[src/rtl/ede_pkg.sv]
// ----------------------------------------------------------------------------
// ede_pkg
// Shared opcodes, controller command and status types, character folding.
// ----------------------------------------------------------------------------
package ede_pkg;

    localparam logic [1:0] OP_LOAD_A  = 2'd0;
    localparam logic [1:0] OP_LOAD_B  = 2'd1;
    localparam logic [1:0] OP_COMPUTE = 2'd2;

    localparam logic [6:0] DIST_MAX = 7'd127;

    // commands from controller to datapath
    typedef struct packed {
        logic load_a;
        logic load_b;
        logic empty_done;
        logic init_wr;
        logic row_start;
        logic update;
        logic finish;
    } cmd_t;

    // status from datapath to controller
    typedef struct packed {
        logic out_valid;
        logic a_empty;
        logic b_empty;
    } status_t;

    function automatic logic [7:0] fold_char(input logic [7:0] c, input logic cs);
        logic [7:0] r;
        r = c;
        if (!cs && c inside {[8'h41:8'h5A]})
        begin
            r = c + 8'h20;
        end
        return r;
    endfunction

endpackage

[src/rtl/ede_ctrl.sv]
// ----------------------------------------------------------------------------
// ede_ctrl
// Sequencer: takes requests, walks the rows and columns of the recurrence.
// ----------------------------------------------------------------------------
module ede_ctrl
    import ede_pkg::*;
#(
    parameter int MAX_LEN = 64
)
(
    input  logic                               clk,
    input  logic                               rst_n,
    input  logic                               in_valid,
    output logic                               in_stall,
    input  logic [1:0]                         op,
    input  logic                               out_stall,
    input  status_t                            sts,
    input  logic [$clog2(MAX_LEN + 1) - 1:0]   first_length,
    input  logic [$clog2(MAX_LEN + 1) - 1:0]   second_length,
    output cmd_t                               cmd,
    output logic [$clog2(MAX_LEN + 1) - 1:0]   row_idx,
    output logic [$clog2(MAX_LEN + 1) - 1:0]   col_idx
);

    localparam int LEN_W = $clog2(MAX_LEN + 1);

    localparam logic [1:0] S_IDLE = 2'd0;
    localparam logic [1:0] S_INIT = 2'd1;
    localparam logic [1:0] S_ROW  = 2'd2;
    localparam logic [1:0] S_CELL = 2'd3;

    logic [1:0]       state_reg, state_next;
    logic [LEN_W-1:0] row_reg, row_next;
    logic [LEN_W-1:0] col_reg, col_next;
    logic             accept;

    // a compute request waits while the previous result is still held
    assign in_stall = (state_reg != S_IDLE) ||
                      ((op == OP_COMPUTE) && sts.out_valid && out_stall);
    assign accept   = in_valid && !in_stall;

    assign row_idx = row_reg;
    assign col_idx = col_reg;

    always_comb
    begin
        state_next = state_reg;
        row_next   = row_reg;
        col_next   = col_reg;
        cmd        = '0;
        case (state_reg)
            S_IDLE:
            begin
                cmd.load_a = accept && (op == OP_LOAD_A);
                cmd.load_b = accept && (op == OP_LOAD_B);
                if (accept && (op == OP_COMPUTE))
                begin
                    if (sts.a_empty || sts.b_empty)
                    begin
                        cmd.empty_done = 1'b1;
                    end
                    else
                    begin
                        state_next = S_INIT;
                        col_next   = LEN_W'(1);
                    end
                end
            end
            S_INIT:
            begin
                cmd.init_wr = 1'b1;
                if (col_reg == second_length)
                begin
                    state_next = S_ROW;
                    row_next   = LEN_W'(1);
                end
                else
                begin
                    col_next = col_reg + 1'b1;
                end
            end
            S_ROW:
            begin
                cmd.row_start = 1'b1;
                col_next      = LEN_W'(1);
                state_next    = S_CELL;
            end
            S_CELL:
            begin
                cmd.update = 1'b1;
                if (col_reg == second_length)
                begin
                    if (row_reg == first_length)
                    begin
                        cmd.finish = 1'b1;
                        state_next = S_IDLE;
                    end
                    else
                    begin
                        row_next   = row_reg + 1'b1;
                        state_next = S_ROW;
                    end
                end
                else
                begin
                    col_next = col_reg + 1'b1;
                end
            end
            default:
            begin
                state_next = S_IDLE;
            end
        endcase
    end

    always_ff @(posedge clk or negedge rst_n)
    begin
        if (!rst_n)
        begin
            state_reg <= S_IDLE;
            row_reg   <= '0;
            col_reg   <= '0;
        end
        else
        begin
            state_reg <= state_next;
            row_reg   <= row_next;
            col_reg   <= col_next;
        end
    end

endmodule

[src/rtl/ede_datapath.sv]
// ----------------------------------------------------------------------------
// ede_datapath
// String stores, single row buffer, cell update and result register.
// ----------------------------------------------------------------------------
module ede_datapath
    import ede_pkg::*;
#(
    parameter int MAX_LEN = 64
)
(
    input  logic                               clk,
    input  logic                               rst_n,
    input  logic                               cfg_valid,
    output logic                               cfg_ready,
    input  logic                               cfg_data,
    input  logic [7:0]                         character,
    input  cmd_t                               cmd,
    input  logic [$clog2(MAX_LEN + 1) - 1:0]   row_idx,
    input  logic [$clog2(MAX_LEN + 1) - 1:0]   col_idx,
    output status_t                            sts,
    output logic [$clog2(MAX_LEN + 1) - 1:0]   first_length,
    output logic [$clog2(MAX_LEN + 1) - 1:0]   second_length,
    output logic                               out_valid,
    input  logic                               out_stall,
    output logic [6:0]                         distance,
    output logic                               truncated
);

    localparam int LEN_W  = $clog2(MAX_LEN + 1);
    localparam int IDX_W  = (MAX_LEN > 1) ? $clog2(MAX_LEN) : 1;
    localparam int WIDE_W = (LEN_W > 7) ? LEN_W : 7;

    logic [7:0]       a_mem [MAX_LEN];
    logic [7:0]       b_mem [MAX_LEN];
    logic [LEN_W-1:0] row_mem [MAX_LEN + 1];

    logic             case_sensitive_reg;
    logic [LEN_W-1:0] a_len_reg, b_len_reg;
    logic             overflow_reg;
    logic [7:0]       a_rd_reg, b_rd_reg;
    logic [LEN_W-1:0] r_rd_reg;
    logic [LEN_W-1:0] left_reg, diag_reg;
    logic             out_valid_reg;
    logic [6:0]       distance_reg;
    logic             truncated_reg;

    logic             a_full, b_full;
    logic             last_col;
    logic             rd_en;
    logic [IDX_W-1:0] a_addr, b_addr;
    logic [LEN_W-1:0] r_addr;
    logic [LEN_W-1:0] row_less;
    logic             sub;
    logic [LEN_W:0]   up_c, left_c, diag_c, min_ab, min_all;
    logic [LEN_W-1:0] cur;
    logic [LEN_W-1:0] dist_src;
    logic [WIDE_W-1:0] dist_wide;
    logic [6:0]       dist_sat;
    logic             done;

    assign cfg_ready = 1'b1;

    assign a_full   = (a_len_reg == LEN_W'(MAX_LEN));
    assign b_full   = (b_len_reg == LEN_W'(MAX_LEN));
    assign last_col = (col_idx == b_len_reg);

    // reads for the next column go out while the current one is computed
    assign rd_en    = cmd.row_start || (cmd.update && !last_col);
    assign row_less = row_idx - 1'b1;
    assign a_addr   = row_less[IDX_W-1:0];
    assign b_addr   = cmd.row_start ? '0 : col_idx[IDX_W-1:0];
    assign r_addr   = cmd.row_start ? LEN_W'(1) : col_idx + 1'b1;

    assign sub     = fold_char(a_rd_reg, case_sensitive_reg) !=
                     fold_char(b_rd_reg, case_sensitive_reg);
    assign up_c    = {1'b0, r_rd_reg} + 1'b1;
    assign left_c  = {1'b0, left_reg} + 1'b1;
    assign diag_c  = {1'b0, diag_reg} + {{LEN_W{1'b0}}, sub};
    assign min_ab  = (up_c < left_c) ? up_c : left_c;
    assign min_all = (min_ab < diag_c) ? min_ab : diag_c;
    assign cur     = min_all[LEN_W-1:0];

    assign done      = cmd.empty_done || cmd.finish;
    assign dist_src  = cmd.finish ? cur : (sts.a_empty ? b_len_reg : a_len_reg);
    assign dist_wide = WIDE_W'(dist_src);
    assign dist_sat  = (dist_wide > WIDE_W'(DIST_MAX)) ? DIST_MAX : dist_wide[6:0];

    assign sts.out_valid = out_valid_reg;
    assign sts.a_empty   = (a_len_reg == '0);
    assign sts.b_empty   = (b_len_reg == '0);

    assign first_length  = a_len_reg;
    assign second_length = b_len_reg;
    assign out_valid     = out_valid_reg;
    assign distance      = distance_reg;
    assign truncated     = truncated_reg;

    // string stores
    always_ff @(posedge clk)
    begin
        if (cmd.load_a && !a_full)
        begin
            a_mem[a_len_reg[IDX_W-1:0]] <= character;
        end
        if (cmd.load_b && !b_full)
        begin
            b_mem[b_len_reg[IDX_W-1:0]] <= character;
        end
        if (cmd.row_start)
        begin
            a_rd_reg <= a_mem[a_addr];
        end
        if (rd_en)
        begin
            b_rd_reg <= b_mem[b_addr];
        end
    end

    // row buffer holds the previous row; each cell overwrites its own column
    always_ff @(posedge clk)
    begin
        if (cmd.init_wr)
        begin
            row_mem[col_idx] <= col_idx;
        end
        else if (cmd.update)
        begin
            row_mem[col_idx] <= cur;
        end
        if (rd_en)
        begin
            r_rd_reg <= row_mem[r_addr];
        end
    end

    always_ff @(posedge clk)
    begin
        if (cmd.row_start)
        begin
            left_reg <= row_idx;
            diag_reg <= row_less;
        end
        else if (cmd.update)
        begin
            left_reg <= cur;
            diag_reg <= r_rd_reg;
        end
        if (done)
        begin
            distance_reg  <= dist_sat;
            truncated_reg <= overflow_reg;
        end
    end

    always_ff @(posedge clk or negedge rst_n)
    begin
        if (!rst_n)
        begin
            case_sensitive_reg <= 1'b1;
            a_len_reg          <= '0;
            b_len_reg          <= '0;
            overflow_reg       <= 1'b0;
            out_valid_reg      <= 1'b0;
        end
        else
        begin
            if (cfg_valid && cfg_ready)
            begin
                case_sensitive_reg <= cfg_data;
            end
            if (done)
            begin
                a_len_reg    <= '0;
                b_len_reg    <= '0;
                overflow_reg <= 1'b0;
            end
            else
            begin
                if (cmd.load_a)
                begin
                    if (a_full)
                        overflow_reg <= 1'b1;
                    else
                        a_len_reg <= a_len_reg + 1'b1;
                end
                if (cmd.load_b)
                begin
                    if (b_full)
                        overflow_reg <= 1'b1;
                    else
                        b_len_reg <= b_len_reg + 1'b1;
                end
            end
            if (done)
                out_valid_reg <= 1'b1;
            else if (out_valid_reg && !out_stall)
                out_valid_reg <= 1'b0;
        end
    end

endmodule

[src/rtl/edit_distance_engine.sv]
// ----------------------------------------------------------------------------
// edit_distance_engine
// Levenshtein distance between two loaded strings, single row buffer.
//
//   channel  direction  handshake            payload
//   in       input      in_valid/in_stall    op, character
//   out      output     out_valid/out_stall  distance, truncated
//   cfg      input      cfg_valid/cfg_ready  cfg_data (case_sensitive)
//
// load requests are accepted while idle; a compute request with an empty
// string needs no cell loop; otherwise the input stalls while the initial row
// is written and the cell loop reads and writes the one row memory per column.
// the result register lets loads continue while a result waits to be taken.
// reset clears lengths, flags and control; the memories are not cleared.
// ----------------------------------------------------------------------------
module edit_distance_engine
    import ede_pkg::*;
#(
    parameter int MAX_LEN = 64
)
(
    input  logic       clk,
    input  logic       rst_n,
    input  logic       in_valid,
    output logic       in_stall,
    input  logic [1:0] op,
    input  logic [7:0] character,
    output logic       out_valid,
    input  logic       out_stall,
    output logic [6:0] distance,
    output logic       truncated,
    input  logic       cfg_valid,
    output logic       cfg_ready,
    input  logic       cfg_data
);

    localparam int LEN_W = $clog2(MAX_LEN + 1);

    cmd_t             cmd;
    status_t          sts;
    logic [LEN_W-1:0] row_idx, col_idx;
    logic [LEN_W-1:0] first_length, second_length;

    ede_ctrl #(
        .MAX_LEN (MAX_LEN)
    ) u_ctrl (
        .clk           (clk),
        .rst_n         (rst_n),
        .in_valid      (in_valid),
        .in_stall      (in_stall),
        .op            (op),
        .out_stall     (out_stall),
        .sts           (sts),
        .first_length  (first_length),
        .second_length (second_length),
        .cmd           (cmd),
        .row_idx       (row_idx),
        .col_idx       (col_idx)
    );

    ede_datapath #(
        .MAX_LEN (MAX_LEN)
    ) u_datapath (
        .clk           (clk),
        .rst_n         (rst_n),
        .cfg_valid     (cfg_valid),
        .cfg_ready     (cfg_ready),
        .cfg_data      (cfg_data),
        .character     (character),
        .cmd           (cmd),
        .row_idx       (row_idx),
        .col_idx       (col_idx),
        .sts           (sts),
        .first_length  (first_length),
        .second_length (second_length),
        .out_valid     (out_valid),
        .out_stall     (out_stall),
        .distance      (distance),
        .truncated     (truncated)
    );

endmodule

[config.mk]
export PLATFORM = sky130hd
export DESIGN_NAME = edit_distance_engine
export DESIGN_NICKNAME = d
export VERILOG_FILES = /design/src/rtl/ede_pkg.sv /design/src/rtl/ede_ctrl.sv /design/src/rtl/ede_datapath.sv /design/src/rtl/edit_distance_engine.sv
export SDC_FILE = /design/constraint.sdc
export NUM_CORES = 2
export LEC_CHECK = 0
export BUFFER_PORTS_ARGS = -buffer_cell sky130_fd_sc_hd__buf_2
export CELL_PAD_IN_SITES_DETAIL_PLACEMENT = 1
export CELL_PAD_IN_SITES_GLOBAL_PLACEMENT = 2
export CORE_MARGIN = 4
export CORE_UTILIZATION = 52
export DETAILED_ROUTE_END_ITERATION = 16
export PLACE_DENSITY = 0.89
export SKIP_LAST_GASP = 1
export SYNTH_ARGS = -nofsm -noshare
export SYNTH_HDL_FRONTEND = slang
export SYNTH_SLANG_ARGS = --single-unit
[constraint.sdc]
create_clock -name clk -period 11.6 [get_ports clk]
set_input_delay 0.58 -clock clk [delete_from_list [all_inputs] [get_ports clk]]
set_output_delay 0.58 -clock clk [all_outputs]
set_load 0.01 [all_outputs]
==> impl_metrics.py <==
metrics = {
    "outcome": {
        "status": "complete, no violations",
    },
    "yosys": {
        "synth_seq_cells": 1557,
        "syn-num-nets": 4003,
        "netlist_instances": 3963,
        "synth.avg_cell_area_um2": 16.1,
        "synth_flop_cell": "edfxtp_1",
        "synth.cell_area_um2": 63800,
        "ys_top_cells_by_count": "edfxtp_1, nand2_1, nor2_1",
        "ys_seq_area_share_pct": 73.0,
        "netlist_top_cells_area": "edfxtp_1, mux4_2, nand2_1",
        "yosys.area_share.xor_xnor_pct": 0.941,
        "yosysTopAreaCell": "edfxtp_1",
        "synth-edff-count": 1524,
        "synth_most_common_cell": "edfxtp_1",
        "ys_warn_count": 0,
        "synth.top_cell.area_share_pct": 71.7,
        "synth_top_family_by_area": "multiplexers",
        "synthDistinctLibCells": 74,
        "synth-compound-area-share_pct": 7.11,
        "synthMuxAreaShare_pct": 8.80,
        "synth-adder-area-share_pct": 0.471,
        "synth-simple-area-share_pct": 7.57,
        "async_flop_share_pct": 2.12,
    },
    "layout": {
        "n_fill_cell": 10873,
        "drive_gt1_share_pct": 14.6,
        "area_delta_synth_final_pct": 10.8,
        "fin_nets": 3989,
    },
    "clock_tree": {
        "cts-root-buf": "clkbuf_16",
        "path_clk_slew_ns": 0.07,
        "insertion_delay_ns": 0.80,
        "cts-buffers-inserted": 159,
        "ctsResizeCount": 0,
        "clockBufferDepth": 3,
        "cts_tree": "done",
        "cts_num_sinks": 1557,
        "post_cts_buffers": 0,
        "cts_max_level": 4,
    },
    "sta": {
        "worst_pin_slew_ns": 1.27,
        "finalSetupTns_ns": 0,
        "setup_violations": 0,
        "fmax_mhz": 175,
        "hold_violations": 0,
        "skew_ns": 0.0321,
        "holdWs_ns": 0.0702,
        "slew_headroom_pct": 14.9,
        "rsz0062_at_grt": "false",
        "period_minus_slack_ns": 5.70,
        "period_share_pct": 49.2,
        "slew_viol_final": 0,
    },
    "power_and_ir_drop": {
        "intPower_w": 0.00956,
        "leakagePower_nw": 22.9,
        "peakVddDrop_uv": 216,
        "p_sw_w": 0.00278,
        "swShare_pct": 22.5,
        "power.share.clock_pct": 41.0,
        "p_per_area_nw_per_um2": 175,
        "p_seq_share_pct": 53.4,
        "pwr-share-comb_pct": 5.6,
    },
    "routing": {
        "firstDrtPassIters": 5,
        "drc": 0,
        "routed-via-count": 37363,
        "routed_via_density": 6.55,
        "drtAntennaViolNets": 0,
        "drtIter0Drc": 3888,
        "wl_per_cell_um": 30.7,
        "wl_um": 175000,
    },
    "setup_path": {
        "cp_num_buf_inv": 3,
        "crit_path_start_kind": "flop",
        "cpMostUsedCell": "buf_4",
        "worstSetupEndpointType": "flop",
        "cpMaxStageDelayCell": "a2111oi_0",
        "crit_path_max_incr_delay_ns": 0.84,
        "crit_required_ns": 12.15,
        "critical_path_peak_fanout": 51,
        "crit_chain": "nand2b_4 > clkinv_2 > nor2_4 > buf_4 > buf_4 > mux4_2 > and2_1 > a2111oi_0 > o31ai_1 > o221a_2",
        "crit_type": "reg -> reg",
        "cp_top_family": "buffers and inverters",
        "worstPathArrival_ns": 6.25,
    },
    "place": {
        "io_buffers": 25,
        "place.gp.congestion": 0.830,
        "hpwl_um": 102000,
    },
    "global_routing": {
        "grt_overflow": 0,
        "grtUsageMet2_pct": 45.9,
        "use_met3_pct": 5.17,
        "antenna_found_initial": 5,
        "grt_pass1_vias": 38861,
        "grt_usage_pct": 27.5,
        "grt-busiest-layer": "met2",
        "grt_max_degree": 171,
        "grt_pass1_wl_um": 260000,
        "grt_use_met1_pct": 36.7,
    },
    "floorplanning": {
        "die_w_um": 358,
        "io_pins": 27,
        "core_region_area_um2": 122000,
        "initial_core_util_pct": 52.3,
        "dieArea_um2": 128000,
        "die_y_um": 358,
        "num_rows": 128,
    },
    "worst_hold_path": {
        "hold_path_class": "in -> reg",
    },
    "job": {
        "drv_cap": 0,
    },
}
[final timing paths]
| check | startpoint | end | depth (start not counted) | slack, ns |
|---|---|---|---|---|
| min | cfg_data | u_datapath.case_sensitive_reg | 2 | 0.07 |
| min reg2reg | u_datapath.overflow_reg | u_datapath.truncated | 0 | 0.48 |
| min in group asynchronous | rst_n | u_datapath.overflow_reg | 2 | 0.54 |
| max reg2reg | u_ctrl.state_reg[1] | u_datapath.r_rd_reg[4] | 10 | 5.90 |
| max | u_ctrl.state_reg[1] | u_datapath.r_rd_reg[4] | 10 | 5.90 |
| max in group asynchronous | rst_n | u_ctrl.row_idx[0] | 2 | 10.32 |
[power by group through the flow]
stage,Combinational (W),Sequential (W),Clock (W)
6_report,0.000686,0.00659,0.00507
5_1_grt,0.000751,0.00659,0.00538
4_1_cts,0.000690,0.00659,0.00512
3_5_place_dp,0.000686,0.00671,0
3_3_place_gp,0.000639,0.00671,0
2_1_floorplan,0.000324,0.00675,0
[routing by layer]
| layer | vias to the layer above | part of all wire (%) |
|---|---|---|
| met5 | - | 0 |
| met1 | 19628 | 39 |
| li1 | 15625 | - |
| met3 | 354 | 7.4 |
| met4 | 0 | 3.3 |
| met2 | 1756 | 50 |
[repair_timing]
action	CTS	global route
hold buffers	1	0
endpoints found under the hold margin	32	0
endpoints found under the setup margin	0	0
[stage by stage]
stage | cells | setup WS [ns] | utilization [%] | area [um2] | power, W
2_1_floorplan | 3963 | 4.38 | - | 63800 | 0.00707
3_3_place_gp | 5412 | 6.21 | 53.8 | 65600 | 0.00735
3_5_place_dp | 5412 | 6.07 | 53.8 | 65600 | 0.00740
4_1_cts | 5701 | 5.94 | 58.0 | 70700 | 0.0124
5_1_grt | 5701 | 5.52 | 58.0 | 70700 | 0.0127
6_report | 5707 | 5.90 | 58.0 | 70700 | 0.0123
[area by class of cell]
cell class	instances	area (um2)	area share [%]
well taps	1625	2030	2.88
flip-flops and latches	1557	46600	65.9
multi-input cells	2109	16100	22.8
diodes	6	15.0	0.0212
clock buffers	201	4180	5.91
clock inverters	87	927	1.31
inverters	27	103	0.145
repair buffers	95	686	0.970
[cell usage in the layout (no fill, tap or decap), types with 7 or more instances in the layout]
| cell | instances |
|---|---|
| a211oi_1 | 169 |
| a21oi_1 | 81 |
| a221o_1 | 16 |
| a311o_1 | 9 |
| a311oi_1 | 116 |
| a31oi_1 | 44 |
| and3_1 | 65 |
| buf_2 | 17 |
| buf_4 | 76 |
| bufinv_16 | 13 |
| clkbuf_1 | 40 |
| clkbuf_16 | 161 |
| clkinv_1 | 33 |
| clkinv_2 | 24 |
| dfrtp_1 | 29 |
| edfxtp_1 | 1524 |
| ha_1 | 23 |
| inv_1 | 25 |
| inv_6 | 7 |
| mux2_2 | 22 |
| mux2i_1 | 74 |
| mux4_2 | 202 |
| nand2_1 | 415 |
| nand2b_1 | 26 |
| nand3_1 | 64 |
| nor2_1 | 329 |
| nor2b_1 | 51 |
| nor3_1 | 64 |
| o2111ai_1 | 8 |
| o211ai_1 | 10 |
| o21a_1 | 9 |
| o21ai_0 | 43 |
| o221ai_1 | 12 |
| o22ai_1 | 55 |
| o31ai_1 | 17 |
| or2_2 | 16 |
| or3_1 | 8 |
| xnor2_1 | 30 |
| xor2_1 | 28 |
[cell families (layout without fill, tap and decap cells)]
kind of cell,after synthesis,in the layout
and+or+nand+nor,1088,1088
AOI/OAI and AO/OA,629,629
adders and majority gates,24,24
buffers and inverters,297,410
xor gates and xnor gates,66,66
other,1,7
muxes,301,301
DFF,1557,1557
Power figures use the tool's default switching activity.
